[src/four_wheel_incremental_pid_macros.svh]
// ----------------------------------------------------------------------------
// Four-wheel incremental PID: assertion macros
// Shared forms of the concurrent checks used in the RTL.
// ----------------------------------------------------------------------------
`ifndef FOUR_WHEEL_INCREMENTAL_PID_MACROS_SVH
`define FOUR_WHEEL_INCREMENTAL_PID_MACROS_SVH

// Same-cycle implication, checked on every rising edge outside reset.
`define FWPID_ASSERT_IMP(lbl, clk, rst_n, ante, cons) \
	lbl: assert property (@(posedge clk) disable iff (!rst_n) (ante) |-> (cons)) \
		else $error("fwpid: same-cycle check failed");

// Next-cycle implication, checked on every rising edge outside reset.
`define FWPID_ASSERT_NXT(lbl, clk, rst_n, ante, cons) \
	lbl: assert property (@(posedge clk) disable iff (!rst_n) (ante) |=> (cons)) \
		else $error("fwpid: next-cycle check failed");

`endif

[src/fwpid_pkg.sv]
// ----------------------------------------------------------------------------
// Four-wheel incremental PID: package
// Field widths, register reset values, register indexes and shared types.
// ----------------------------------------------------------------------------
package fwpid_pkg;

	localparam int WHEELS_DEF     = 4;
	localparam int SPEED_BITS_DEF = 16;

	localparam int WHEEL_W    = 2;
	localparam int DRIVE_W    = 16;
	localparam int GAIN_W     = 16;
	localparam int LIMIT_W    = 15;
	localparam int CFG_IDX_W  = 2;
	localparam int CFG_DATA_W = 16;

	localparam logic [GAIN_W-1:0]  KP_RST    = 16'd1280;
	localparam logic [GAIN_W-1:0]  KI_RST    = 16'd563;
	localparam logic [GAIN_W-1:0]  KD_RST    = 16'd77;
	localparam logic [LIMIT_W-1:0] LIMIT_RST = 15'd3400;

	typedef enum logic [CFG_IDX_W-1:0] {
		REG_KP_GAIN     = 2'd0,
		REG_KI_GAIN     = 2'd1,
		REG_KD_GAIN     = 2'd2,
		REG_DRIVE_LIMIT = 2'd3
	} cfg_reg_t;

	typedef struct packed {
		logic [GAIN_W-1:0]  kp;
		logic [GAIN_W-1:0]  ki;
		logic [GAIN_W-1:0]  kd;
		logic [LIMIT_W-1:0] limit;
	} gains_t;

	// Travels with each word down the pipeline.
	typedef struct packed {
		logic [WHEEL_W-1:0] wheel;
		logic               ok;
	} tag_t;

endpackage

[src/four_wheel_incremental_pid.sv]
// ----------------------------------------------------------------------------
// Four-wheel incremental PID speed controller
// Velocity-form PID update of one wheel's drive value per input word.
// ----------------------------------------------------------------------------
// Usage:
//   The input channel (in_valid/in_stall) carries a wheel index with that
//   wheel's measured and desired speed. The output channel (out_valid/
//   out_stall) returns the wheel index, the new saturated drive value and a
//   flag that is set when the value was held at the limit.
//   The gains and the limit are written through cfg_wen/cfg_index/cfg_data
//   while no word is in flight.
//   A word accepted into the input register passes through the products
//   register and the increment register to the result register, which
//   drives the output.
//   Throughput: one word per cycle; the stages are a plain pipeline and each
//   wheel's history and drive value are updated in the stage that reads them.
//   A stall on the output holds the result register; the stages behind it
//   keep filling, and in_stall rises only when every stage holds a word.
//   Reset clears all wheels' error history and drive values, empties the
//   pipeline and loads the default gains and limit.
// ----------------------------------------------------------------------------
`include "four_wheel_incremental_pid_macros.svh"

module four_wheel_incremental_pid #(
	parameter int WHEELS     = fwpid_pkg::WHEELS_DEF,
	parameter int SPEED_BITS = fwpid_pkg::SPEED_BITS_DEF
) (
	input  logic                                 clk,
	input  logic                                 arst_n,
	input  logic                                 cfg_wen,
	input  logic [fwpid_pkg::CFG_IDX_W-1:0]      cfg_index,
	input  logic [fwpid_pkg::CFG_DATA_W-1:0]     cfg_data,
	input  logic                                 in_valid,
	output logic                                 in_stall,
	input  logic [fwpid_pkg::WHEEL_W-1:0]        wheel,
	input  logic signed [SPEED_BITS-1:0]         measured_speed,
	input  logic signed [SPEED_BITS-1:0]         desired_speed,
	output logic                                 out_valid,
	input  logic                                 out_stall,
	output logic [fwpid_pkg::WHEEL_W-1:0]        wheel_out,
	output logic signed [fwpid_pkg::DRIVE_W-1:0] drive,
	output logic                                 clamped
);
	import fwpid_pkg::*;

	gains_t gains;

	logic v_s1, v_s2, v_s3, v_q;
	logic free_1, free_2, free_3, free_q;

	logic [WHEEL_W-1:0]           wheel_s1;
	logic signed [SPEED_BITS-1:0] measured_s1, target_s1;

	tag_t                          tag_s2, tag_s3;
	logic signed [SPEED_BITS+18:0] p_kp_s2;
	logic signed [SPEED_BITS+17:0] p_ki_s2;
	logic signed [SPEED_BITS+20:0] p_kd_s2;
	logic signed [SPEED_BITS+14:0] inc_s3;

	// A stage can take a new word when it is empty or its word moves on.
	assign free_q = !v_q || !out_stall;
	assign free_3 = !v_s3 || free_q;
	assign free_2 = !v_s2 || free_3;
	assign free_1 = !v_s1 || free_2;

	assign in_stall  = !free_1;
	assign out_valid = v_q;

	always_ff @(posedge clk or negedge arst_n) begin
		if (!arst_n) begin
			v_s1 <= 1'b0;
			v_s2 <= 1'b0;
			v_s3 <= 1'b0;
			v_q  <= 1'b0;
		end else begin
			if (free_1) v_s1 <= in_valid;
			if (free_2) v_s2 <= v_s1;
			if (free_3) v_s3 <= v_s2;
			if (free_q) v_q  <= v_s3;
		end
	end

	always_ff @(posedge clk) begin
		if (free_1) begin
			wheel_s1    <= wheel;
			measured_s1 <= measured_speed;
			target_s1   <= desired_speed;
		end
	end

	fwpid_cfg u_cfg (
		.clk       (clk),
		.arst_n    (arst_n),
		.cfg_wen   (cfg_wen),
		.cfg_index (cfg_index),
		.cfg_data  (cfg_data),
		.gains     (gains)
	);

	fwpid_err #(
		.WHEELS     (WHEELS),
		.SPEED_BITS (SPEED_BITS)
	) u_err (
		.clk         (clk),
		.arst_n      (arst_n),
		.gains       (gains),
		.ld          (free_2),
		.upd         (v_s1 && free_2),
		.wheel_s1    (wheel_s1),
		.measured_s1 (measured_s1),
		.target_s1   (target_s1),
		.tag_s2      (tag_s2),
		.p_kp_s2     (p_kp_s2),
		.p_ki_s2     (p_ki_s2),
		.p_kd_s2     (p_kd_s2)
	);

	fwpid_acc #(
		.SPEED_BITS (SPEED_BITS)
	) u_acc (
		.clk     (clk),
		.ld      (free_3),
		.tag_s2  (tag_s2),
		.p_kp_s2 (p_kp_s2),
		.p_ki_s2 (p_ki_s2),
		.p_kd_s2 (p_kd_s2),
		.tag_s3  (tag_s3),
		.inc_s3  (inc_s3)
	);

	fwpid_drv #(
		.WHEELS     (WHEELS),
		.SPEED_BITS (SPEED_BITS)
	) u_drv (
		.clk       (clk),
		.arst_n    (arst_n),
		.ld        (free_q),
		.upd       (v_s3 && free_q),
		.tag_s3    (tag_s3),
		.inc_s3    (inc_s3),
		.limit     (gains.limit),
		.wheel_q   (wheel_out),
		.drive_q   (drive),
		.clamped_q (clamped)
	);

	// The input is held off only when every stage holds a word.
	`FWPID_ASSERT_IMP(a_stall_full, clk, arst_n, in_stall, v_s1 && v_s2 && v_s3 && v_q)
	// With nothing waiting at the output, the input is never held off.
	`FWPID_ASSERT_IMP(a_no_stall_empty, clk, arst_n, !out_valid, !in_stall)
	// A word behind a stalled result stays in its stage.
	`FWPID_ASSERT_NXT(a_s3_holds, clk, arst_n, v_q && out_stall && v_s3, v_s3)

endmodule

[src/fwpid_cfg.sv]
// ----------------------------------------------------------------------------
// Four-wheel incremental PID: configuration registers
// Holds the shared gain set and the drive limit, written by index.
// ----------------------------------------------------------------------------
module fwpid_cfg (
	input  logic                             clk,
	input  logic                             arst_n,
	input  logic                             cfg_wen,
	input  logic [fwpid_pkg::CFG_IDX_W-1:0]  cfg_index,
	input  logic [fwpid_pkg::CFG_DATA_W-1:0] cfg_data,
	output fwpid_pkg::gains_t                gains
);
	import fwpid_pkg::*;

	gains_t gains_q;

	always_ff @(posedge clk or negedge arst_n) begin
		if (!arst_n) begin
			gains_q.kp    <= KP_RST;
			gains_q.ki    <= KI_RST;
			gains_q.kd    <= KD_RST;
			gains_q.limit <= LIMIT_RST;
		end else if (cfg_wen) begin
			case (cfg_reg_t'(cfg_index))
				REG_KP_GAIN:     gains_q.kp    <= cfg_data[GAIN_W-1:0];
				REG_KI_GAIN:     gains_q.ki    <= cfg_data[GAIN_W-1:0];
				REG_KD_GAIN:     gains_q.kd    <= cfg_data[GAIN_W-1:0];
				REG_DRIVE_LIMIT: gains_q.limit <= cfg_data[LIMIT_W-1:0];
				default: ;
			endcase
		end
	end

	assign gains = gains_q;

endmodule

[src/fwpid_err.sv]
// ----------------------------------------------------------------------------
// Four-wheel incremental PID: error stage
// Forms the speed error, keeps each wheel's error history and registers the
// three gain products.
// ----------------------------------------------------------------------------
module fwpid_err #(
	parameter int WHEELS     = fwpid_pkg::WHEELS_DEF,
	parameter int SPEED_BITS = fwpid_pkg::SPEED_BITS_DEF
) (
	input  logic                                clk,
	input  logic                                arst_n,
	input  fwpid_pkg::gains_t                   gains,
	input  logic                                ld,
	input  logic                                upd,
	input  logic [fwpid_pkg::WHEEL_W-1:0]       wheel_s1,
	input  logic signed [SPEED_BITS-1:0]        measured_s1,
	input  logic signed [SPEED_BITS-1:0]        target_s1,
	output fwpid_pkg::tag_t                     tag_s2,
	output logic signed [SPEED_BITS+18:0]       p_kp_s2,
	output logic signed [SPEED_BITS+17:0]       p_ki_s2,
	output logic signed [SPEED_BITS+20:0]       p_kd_s2
);
	import fwpid_pkg::*;

	localparam int E_W    = SPEED_BITS + 1;
	localparam int D1_W   = SPEED_BITS + 2;
	localparam int D2_W   = SPEED_BITS + 4;
	localparam int G_W    = GAIN_W + 1;
	localparam int P_KP_W = G_W + D1_W;
	localparam int P_KI_W = G_W + E_W;
	localparam int P_KD_W = G_W + D2_W;
	localparam int IDX_W  = (WHEELS > 1) ? $clog2(WHEELS) : 1;
	localparam int WX_W   = IDX_W + WHEEL_W;

	logic signed [E_W-1:0] last_q  [WHEELS];
	logic signed [E_W-1:0] prior_q [WHEELS];

	logic [WX_W-1:0]        wx;
	logic [IDX_W-1:0]       idx;
	logic                   ok;
	logic signed [E_W-1:0]  e_c, e1_c, e2_c;
	logic signed [D1_W-1:0] d1_c;
	logic signed [D2_W-1:0] d2_c;
	logic signed [G_W-1:0]  kp_c, ki_c, kd_c;

	assign wx  = WX_W'(wheel_s1);
	assign ok  = wx < WX_W'(WHEELS);
	assign idx = wx[IDX_W-1:0];

	assign e_c  = E_W'(target_s1) - E_W'(measured_s1);
	assign e1_c = last_q[idx];
	assign e2_c = prior_q[idx];
	assign d1_c = D1_W'(e_c) - D1_W'(e1_c);
	assign d2_c = D2_W'(e_c) - (D2_W'(e1_c) <<< 1) + D2_W'(e2_c);

	assign kp_c = $signed({1'b0, gains.kp});
	assign ki_c = $signed({1'b0, gains.ki});
	assign kd_c = $signed({1'b0, gains.kd});

	always_ff @(posedge clk or negedge arst_n) begin
		if (!arst_n) begin
			for (int i = 0; i < WHEELS; i++) begin
				last_q[i]  <= '0;
				prior_q[i] <= '0;
			end
		end else if (upd && ok) begin
			prior_q[idx] <= e1_c;
			last_q[idx]  <= e_c;
		end
	end

	always_ff @(posedge clk) begin
		if (ld) begin
			tag_s2.wheel <= wheel_s1;
			tag_s2.ok    <= ok;
			p_kp_s2      <= P_KP_W'(kp_c * d1_c);
			p_ki_s2      <= P_KI_W'(ki_c * e_c);
			p_kd_s2      <= P_KD_W'(kd_c * d2_c);
		end
	end

endmodule

[src/fwpid_acc.sv]
// ----------------------------------------------------------------------------
// Four-wheel incremental PID: increment stage
// Sums the gain products and scales the Q8.8 sum down by 256, rounding
// toward zero.
// ----------------------------------------------------------------------------
module fwpid_acc #(
	parameter int SPEED_BITS = fwpid_pkg::SPEED_BITS_DEF
) (
	input  logic                          clk,
	input  logic                          ld,
	input  fwpid_pkg::tag_t               tag_s2,
	input  logic signed [SPEED_BITS+18:0] p_kp_s2,
	input  logic signed [SPEED_BITS+17:0] p_ki_s2,
	input  logic signed [SPEED_BITS+20:0] p_kd_s2,
	output fwpid_pkg::tag_t               tag_s3,
	output logic signed [SPEED_BITS+14:0] inc_s3
);
	import fwpid_pkg::*;

	localparam int ACC_W = SPEED_BITS + 23;
	localparam int INC_W = ACC_W - 8;

	logic signed [ACC_W-1:0] acc_c, acc_r_c;

	assign acc_c = ACC_W'(p_kp_s2) + ACC_W'(p_ki_s2) + ACC_W'(p_kd_s2);
	// A negative sum gets 255 added first, so the shift rounds toward zero.
	assign acc_r_c = acc_c + $signed({{(ACC_W-8){1'b0}}, {8{acc_c[ACC_W-1]}}});

	always_ff @(posedge clk) begin
		if (ld) begin
			tag_s3 <= tag_s2;
			inc_s3 <= $signed(acc_r_c[ACC_W-1:ACC_W-INC_W]);
		end
	end

endmodule

[src/fwpid_drv.sv]
// ----------------------------------------------------------------------------
// Four-wheel incremental PID: drive stage
// Adds the increment to the wheel's drive value, saturates it at the limit,
// and holds the result word for the output channel.
// ----------------------------------------------------------------------------
`include "four_wheel_incremental_pid_macros.svh"

module fwpid_drv #(
	parameter int WHEELS     = fwpid_pkg::WHEELS_DEF,
	parameter int SPEED_BITS = fwpid_pkg::SPEED_BITS_DEF
) (
	input  logic                                 clk,
	input  logic                                 arst_n,
	input  logic                                 ld,
	input  logic                                 upd,
	input  fwpid_pkg::tag_t                      tag_s3,
	input  logic signed [SPEED_BITS+14:0]        inc_s3,
	input  logic [fwpid_pkg::LIMIT_W-1:0]        limit,
	output logic [fwpid_pkg::WHEEL_W-1:0]        wheel_q,
	output logic signed [fwpid_pkg::DRIVE_W-1:0] drive_q,
	output logic                                 clamped_q
);
	import fwpid_pkg::*;

	localparam int SUM_W = SPEED_BITS + 16;
	localparam int IDX_W = (WHEELS > 1) ? $clog2(WHEELS) : 1;
	localparam int WX_W  = IDX_W + WHEEL_W;

	logic signed [DRIVE_W-1:0] drv_q [WHEELS];

	logic [WX_W-1:0]         wx;
	logic [IDX_W-1:0]        idx;
	logic signed [SUM_W-1:0] sum_c, lim_p, lim_n, sel_c;
	logic                    clip_c;
	logic signed [DRIVE_W-1:0] res_c;

	assign wx  = WX_W'(tag_s3.wheel);
	assign idx = wx[IDX_W-1:0];

	assign sum_c = SUM_W'(drv_q[idx]) + SUM_W'(inc_s3);
	assign lim_p = SUM_W'($signed({1'b0, limit}));
	assign lim_n = -lim_p;

	always_comb begin
		sel_c  = sum_c;
		clip_c = 1'b0;
		if (!tag_s3.ok) begin
			sel_c = '0;
		end else if (sum_c > lim_p) begin
			sel_c  = lim_p;
			clip_c = 1'b1;
		end else if (sum_c < lim_n) begin
			sel_c  = lim_n;
			clip_c = 1'b1;
		end
	end

	assign res_c = sel_c[DRIVE_W-1:0];

	always_ff @(posedge clk or negedge arst_n) begin
		if (!arst_n) begin
			for (int i = 0; i < WHEELS; i++) begin
				drv_q[i] <= '0;
			end
		end else if (upd && tag_s3.ok) begin
			drv_q[idx] <= res_c;
		end
	end

	always_ff @(posedge clk or negedge arst_n) begin
		if (!arst_n) begin
			wheel_q   <= '0;
			drive_q   <= '0;
			clamped_q <= 1'b0;
		end else if (ld) begin
			wheel_q   <= tag_s3.wheel;
			drive_q   <= res_c;
			clamped_q <= clip_c;
		end
	end

	// A saturated value must sit exactly on one of the two bounds.
	`FWPID_ASSERT_IMP(a_clip_on_bound, clk, arst_n, ld && clip_c, sel_c == lim_p || sel_c == lim_n)
	// Every drive value for a valid wheel lies within the bounds.
	`FWPID_ASSERT_IMP(a_within_bound, clk, arst_n, ld && tag_s3.ok, sel_c <= lim_p && sel_c >= lim_n)
	// A wheel index past the last wheel yields a zero, unclamped word.
	`FWPID_ASSERT_NXT(a_bad_wheel_zero, clk, arst_n, ld && !tag_s3.ok, drive_q == '0 && !clamped_q)

endmodule

[config.mk]
export PLATFORM = sky130hd
export DESIGN_NAME = four_wheel_incremental_pid
export DESIGN_NICKNAME = d
export VERILOG_FILES = /design/src/fwpid_pkg.sv /design/src/four_wheel_incremental_pid.sv /design/src/fwpid_cfg.sv /design/src/fwpid_err.sv /design/src/fwpid_acc.sv /design/src/fwpid_drv.sv
export VERILOG_INCLUDE_DIRS = /design/src /design/src/src
export SDC_FILE = /design/constraint.sdc
export NUM_CORES = 2
export LEC_CHECK = 0
export BUFFER_PORTS_ARGS = -buffer_cell sky130_fd_sc_hd__clkbuf_2
export CORE_ASPECT_RATIO = 1.2
export CORE_MARGIN = 1
export CORE_UTILIZATION = 60
export CTS_CLUSTER_DIAMETER = 200
export CTS_CLUSTER_SIZE = 40
export DETAILED_ROUTE_END_ITERATION = 6
export GPL_ROUTABILITY_DRIVEN = 0
export PLACE_DENSITY = 0.76
export SLEW_MARGIN = 5
export SYNTH_ARGS = -nofsm -noshare
export SYNTH_HDL_FRONTEND = slang
export SYNTH_SLANG_ARGS = --single-unit
[constraint.sdc]
create_clock -name clk -period 12.5 [get_ports clk]
set_input_delay 2.5 -clock clk [delete_from_list [all_inputs] [get_ports clk]]
set_output_delay 2.5 -clock clk [all_outputs]
set_load 0.1 [all_outputs]
After elaboration in Yosys (flattened, before gate mapping)
Cells that the tools add are included.
{"block": "totals", "register_bits": 463, "inputBits": 57, "out_inout_bits": 21, "word_cells": 101}
{"block": "classes", "add_sub_neg": 9, "multipliers": 3, "n_lt_le_gt_ge": 7, "eq_ne": 3, "n_mux": 22, "bitwise": 2, "reduce_logical": 21}
{"operator": "$bwmux 68", "count": 2}
{"operator": "$mux 16", "count": 6}
{"operator": "$mux 17", "count": 5}
{"operator": "$bmux 17 s2", "count": 2}
{"operator": "$bwmux 64", "count": 1}
{"operator": "$add 39x9->39", "count": 1}
{"operator": "$add 36x37->38", "count": 1}
{"operator": "$mul 17x20->37", "count": 1}
{"operator": "$add 35x34->36", "count": 1}
{"operator": "$mul 17x18->35", "count": 1}
{"operator": "$demux 17 s2", "count": 1}
{"operator": "$mul 17x17->34", "count": 1}
{"operator": "$add 16x31->32", "count": 1}
{"operator": "$bmux 16 s2", "count": 1}
{"operator": "$demux 16 s2", "count": 1}
{"operator": "$gt 32x16->1", "count": 1}
{"operator": "$lt 32x32->1", "count": 1}
{"operator": "$neg 15->32", "count": 1}
{"operator": "$add 19x17->20", "count": 1}
{"operator": "$sub 17x18->19", "count": 1}
{"operator": "$sub 17x17->18", "count": 1}
{"operator": "$sub 16x16->17", "count": 1}
{"operator": "$reduce_and 2->1", "count": 4}
{"operator": "$ge 3x3->1 const B", "count": 2}
{"operator": "other kinds (10)", "count": 28}

Logic depth before layout (Yosys ltp)
{"block": "depth", "ltp_word": 10, "depth_mapped": 47, "depth_no_buf": 46}

Hierarchy
From an unflattened synthesis, not the netlist that was laid out.
{"block": "hier_totals", "hier_cells": 6196, "area_unflattened_um2": 60431.7}
{"module": "fwpid_err", "instances": 1, "cells_each": 4636, "area_per_inst_um2": 44259.9, "seq_area_each_um2": 6646.4}
{"module": "fwpid_drv", "instances": 1, "cells_each": 830, "area_per_inst_um2": 7458.4, "seq_area_each_um2": 2077.0}
{"module": "fwpid_acc", "instances": 1, "cells_each": 546, "area_per_inst_um2": 5118.7, "seq_area_each_um2": 1021.0}
{"module": "fwpid_cfg", "instances": 1, "cells_each": 134, "area_per_inst_um2": 2394.8, "seq_area_each_um2": 1596.5}
{"module": "four_wheel_incremental_pid", "instances": 1, "cells_each": 50, "area_per_inst_um2": 1199.9, "seq_area_each_um2": 1121.1}

Worst setup path after synthesis
Ideal clock, no wire load.
{"block": "synth_timing", "kind": "register -> register", "start": "register wheel_s1[0]", "end": "register u_err.p_kd_s2[35] (data pin)", "setup_time_ps": 258, "arrival_ps": 10471, "t_required_ps": 12242, "slack_ps": 1772, "stages_incl_launch_ff": 38, "n_path_buf": 4, "synth_period_minus_slack_ps": 10728, "cell_sequence": "edfxtp_1 -> clkbuf_1 -> buf_1 -> clkbuf_1 -> mux4_2 -> fa_1 -> ha_1 -> o21a_1 -> o21ai_0 -> a21boi_0 -> o21ai_0 -> a21boi_0 -> o2111a_1 -> nor3_1 -> or3_1 -> xnor2_1 -> clkbuf_1 -> nand2_1 -> (+2 left out) -> fa_1 -> fa_1 -> inv_1 -> fa_1 -> inv_1 -> fa_1 -> inv_1 -> ha_1 -> a21o_1 -> a221oi_1 -> a21oi_1 -> o21ai_0 -> a21o_1 -> o21ai_0 -> nor3_1 -> o21bai_1 -> a21oi_1 -> xnor2_1"}
{"block": "synth_between", "elab_chain_len": 7, "elab_cells_between_ends": 10, "classes_between": "add/sub: 2; mul: 1; mux: 6; bitwise: 1"}
{"element": "from (decl)", "line": "four_wheel_incremental_pid.sv:51", "rtl": "logic [WHEEL_W-1:0] wheel_s1;"}
{"element": "from (signal assigned)", "line": "four_wheel_incremental_pid.sv:85", "rtl": "wheel_s1 <= wheel;"}
{"element": "$not 2->3 (not written as such) *", "line": "fwpid_err.sv:51, fwpid_err.sv:52"}
{"element": "$bmux 17 s2", "line": "fwpid_err.sv:51", "rtl": "assign e1_c = last_q[idx];"}
{"element": "$mux 17 (not written as such) (2 in a row)", "line": "fwpid_err.sv:51"}
{"element": "$sub 17x18->19", "line": "fwpid_err.sv:54", "rtl": "assign d2_c = D2_W'(e_c) - (D2_W'(e1_c) <<< 1) + D2_W'(e2_c);"}
{"element": "$add 19x17->20 *", "line": "fwpid_err.sv:54"}
{"element": "$mul 17x20->37 *", "line": "fwpid_err.sv:78", "rtl": "p_kd_s2 <= P_KD_W'(kd_c * d2_c);"}
{"element": "to (signal assigned)", "line": "fwpid_err.sv:78"}
{"element": "to (decl)", "line": "fwpid_err.sv:21", "rtl": "output logic signed [SPEED_BITS+20:0] p_kd_s2"}
Mark *: on every way between the ends. The rest lies on a longest branch, timed or not. The select of a mux whose other input is x is not followed.
A chain may end at the register's enable or synchronous reset.

Final worst setup path
{"block": "layout_timing", "start": "register measured_s1[0]", "end": "register u_err.p_kp_s2[34] (data pin)"}
{"block": "layout_between", "elab_chain_len": 3}
{"element": "from (decl)", "line": "four_wheel_incremental_pid.sv:52", "rtl": "logic signed [SPEED_BITS-1:0] measured_s1, target_s1;"}
{"element": "from (signal assigned)", "line": "four_wheel_incremental_pid.sv:86", "rtl": "measured_s1 <= measured_speed;"}
{"element": "$sub 16x16->17", "line": "fwpid_err.sv:50", "rtl": "assign e_c = E_W'(target_s1) - E_W'(measured_s1);"}
{"element": "$sub 17x17->18", "line": "fwpid_err.sv:53", "rtl": "assign d1_c = D1_W'(e_c) - D1_W'(e1_c);"}
{"element": "$mul 17x18->35", "line": "fwpid_err.sv:76", "rtl": "p_kp_s2 <= P_KP_W'(kp_c * d1_c);"}
{"element": "to (signal assigned)", "line": "fwpid_err.sv:76"}
{"element": "to (decl)", "line": "fwpid_err.sv:19", "rtl": "output logic signed [SPEED_BITS+18:0] p_kp_s2,"}
No other way between the ends.

==> metrics.md <==
| Metric | Value |
|---|---|
| Flops & latches, synth | `between 400 and 500` |
| Final setup fails | `0` |
| Design area | `approximately 61000 µm²` |
| YS warnings | `0` |
| Post-synth ARST share | `62.04%` |
| DRT Pass-1 Iters | `7` |
| Syn Inst Count | `5960` |
| Pin count of the biggest net entering global routing | `between 80 and 90` |
| Critical Path RT | `about 13 ns` |
| Fillers | `roughly 7900` |
| Mux cell area share after synthesis | `under 10%` |
| Antenna violations before repair | `3` |
| GRT Resource Usage Total | `31.33%` |
| Run status | `complete, but fails checks` |
| Slowest-stage cell, CP | `nor3b_2` |
| Routed Antenna Nets | `0` |
| WP data arrival | `12.04 ns` |
| Seq/Total Area, Yosys | `approximately a fifth` |
| GRT overflow | `0` |
| Post-CTS Setup Bufs | `0` |
| Cell area after synthesis | `roughly 59000 µm²` |
| CP Class | `reg -> reg` |
| Via count | `42400` |
| Reg2Reg Depth | `42` |
| Max stage delay on crit path | `0.64 ns` |
| Via-per-instance ratio | `5.897` |
| RSZ-0062 raised after global routing | `false` |
| Hold Violations, Final | `0` |
| Critical path fanouts, max | `9` |
| Most used cell, CP | `fa_1` |
| Core area | `96810 µm²` |
| Fin nets | `about 7300` |
| Root Buffer | `clkbuf_16` |
| Clock slew at reported path FFs | `0.14 ns` |
| Post-Synth Simple-Gate Area | `13.96%` |
| Clock Skew | `0.05627 ns` |
| Crit path max-delay family | `adder cells` |
| Worst Tran Pin Value | `1.258 ns` |
| Vias in the first global route | `roughly 45000` |
| DR WL/cell | `20.70 µm` |
| # IOs | `between 70 and 80` |
| # clock sinks | `461` |
| Worst skew pair latency | `roughly 0.61 ns` |
| Hold Crit Class | `reg -> reg` |
| First-pass GRT wire length | `240100 µm` |
| Post-synthesis adder-cell area fraction | `40.28%` |
| Crit path buf inv count | `5` |
| CP endpoint kind | `flop` |
| IO Port Bufs | `77` |
| Die width | `287.3 µm` |
| Worst relative slew slack | `15.48%` |
| Violated checks | `design-rule violations` |
| Fmax | `85.24 MHz` |
| Hold slack | `~0.49 ns` |
| Post-synth EDFFs | `175` |
| Stages on worst setup path | `42` |
| Routed wire length | `148800 µm` |
| CTS Buf Count | `15` |
| Final slew viol count | `0` |
| Reg-to-reg slack, setup | `0.77 ns` |
| Startpoint Class | `flop` |
| Initial Utilization | `60.55%` |
| DRC Markers | `4` |
| Post-layout min period | `11.73 ns` |
| Starting DRC count in detailed routing | `3122` |
| Avg Synthesized Cell Area | `just under 10 µm²` |
| Period utilization | `a little over nine tenths` |
| CTS H-tree depth | `1` |
| Area Growth Syn to Fin | `3.985%` |
| Xor/xnor share of the synthesized area | `3.272%` |
| Cell Area, Placed | `60450 µm²` |
| Max Cap Viol | `0` |
| Dpl hpwl | `between 100000 and 150000 µm` |
| Compound-gate portion of the synthesized area | `7.750%` |
| Die ar. | `98970 µm²` |
| Hold path cells | `2` |
| TNS Setup | `0 ns` |
| Ys flop type | `dfrtp_1` |
| Die Ht | `roughly 340 µm` |
| Clk buf depth | `3` |
| Largest family of logic cells by synthesized area | `adder cells` |
| Hold Buf Count CTS | `0` |
| Unique masters post-synth | `88` |
| CTS tree | `yes` |
| Syn nets | `7377` |
| Fraction of layout cells with a size suffix above 1 | `7.750%` |
| Rows | `125` |
layout make-up:
type,count,area (µm²),area share [%]
multi-input combinational,4190,41400,67.92
sequential,461,12430,20.39
inverter,1074,4031,6.613
tap,1270,1589,2.607
timing repair buffer,159,1011,1.658
clock buffer,24,440.4,0.7225
antenna,11,27.53,0.04516
clock inverter,2,25.02,0.04105
final timing paths:
check                                          to        startpoint
worst max register to register  u_err.p_kp_s2[34]    measured_s1[0]
worst max-delay path            u_err.p_kp_s2[34]    measured_s1[0]
min in group asynchronous                    v_s1            arst_n
worst min-delay path             u_drv.wheel_q[0]  u_drv.wheel_q[0]
worst min register to register   u_drv.wheel_q[0]  u_drv.wheel_q[0]
max in group asynchronous        u_err.last_q[55]            arst_n
worst min-delay path: cells and delay by family (launching register included):
family / cells / cell delay (ns)
DFF: 1 / 0.37
and+or+nand+nor: 2 / 0.10
repair_timing:
action,4_1_cts,5_1_grt
setup endpoints to repair,0,4
resized for setup,0,2
hold endpoints to repair,0,0
cells in the mapped netlist, types with 6 or more instances:
cell type	instances	area, µm²
inv_1	1073	4028
fa_1	875	17520
nand2_1	724	2718
ha_1	485	6068
and2_1	309	1933
dfrtp_1	270	6756
nor2_1	229	859.6
clkbuf_1	213	799.5
edfxtp_1	175	5255
o21ai_0	175	875.8
xnor2_1	175	1533
a21oi_1	159	795.8
mux2_2	143	1610
nor2b_1	96	600.6
a21o_1	70	525.5
nand2b_1	63	394.1
nor3_1	63	315.3
a31oi_1	58	362.9
mux4_2	50	1126
nand3_1	46	230.2
xor2_1	44	385.4
o21a_1	36	270.3
nand4_1	27	168.9
nor4_1	25	156.4
o21ai_1	25	125.1
or3_1	25	156.4
a211oi_1	24	180.2
and3_1	23	143.9
o21bai_1	19	142.6
a21boi_0	18	135.1
nand3b_1	18	135.1
dfstp_2	16	420.4
buf_1	15	56.30
o211ai_1	12	90.09
o31ai_1	12	90.09
nor3b_1	9	67.56
mux2i_4	8	180.2
or4_1	8	60.06
mux2i_1	7	70.07
a211o_1	6	52.55
and3b_1	6	52.55
o21ai_2	6	52.55
or2_2	6	37.54
layout by cell type, fill, tap and decap left out, drive strengths merged, types with 96 or more instances in the layout:
| cell type | n |
|---|---|
| a21oi | 162 |
| and2 | 309 |
| clkbuf | 100 |
| dfrtp | 270 |
| edfxtp | 175 |
| fa | 875 |
| ha | 485 |
| inv | 1075 |
| mux2 | 143 |
| nand2 | 724 |
| nor2 | 229 |
| nor2b | 96 |
| o21ai | 206 |
| xnor2 | 175 |
registers in the layout, summed over array words and instances, names as in the netlist:
name             cells
out_valid            1
u_drv.clamped_q      1
u_drv.drive_q       16
u_acc.inc_s3        31
wheel_s1             2
u_acc.tag_s3         2
u_drv.wheel_q        2
u_err.p_kd_s2       37
v_s1                 1
u_err.last_q        68
v_s3                 1
u_drv.drv_q         64
u_err.tag_s2         2
target_s1           16
u_err.p_kp_s2       35
v_s2                 1
u_cfg.gains         63
u_err.prior_q       68
u_err.p_ki_s2       34
measured_s1         16
through the flow:
step,utilization [%],setup WS [ns],instances
after floorplan,-,1.772,5960
after global placement,62.45,1.253,7154
after detailed placement,62.45,0.8006,7154
after CTS,62.93,0.6931,7180
after global routing,62.94,0.09228,7180
final,62.97,0.7680,7191
kinds of logic (layout without fill, tap and decap cells):
| logic type | Yosys count | after routing |
|---|---|---|
| and+or+nand+nor | 1694 | 1694 |
| adders and majority gates | 1363 | 1363 |
| buffers and inverters | 1309 | 1259 |
| AOI/OAI and AO/OA | 706 | 706 |
| DFF | 461 | 461 |
| xor gates and xnor gates | 219 | 219 |
| muxes | 208 | 208 |
| other | 0 | 11 |
layer usage:
metal / track usage [%] / share of wire, %
met1: 38.19 / 38
met2: 54.32 / 50
met3: 4.173 / 6.5
met4: 16.19 / 6.0
met5: 0 / 0.0087
Power is left out: the tool's default activity adds up to more than one toggle a clock period on the data nets, which glitch-free logic cannot reach.
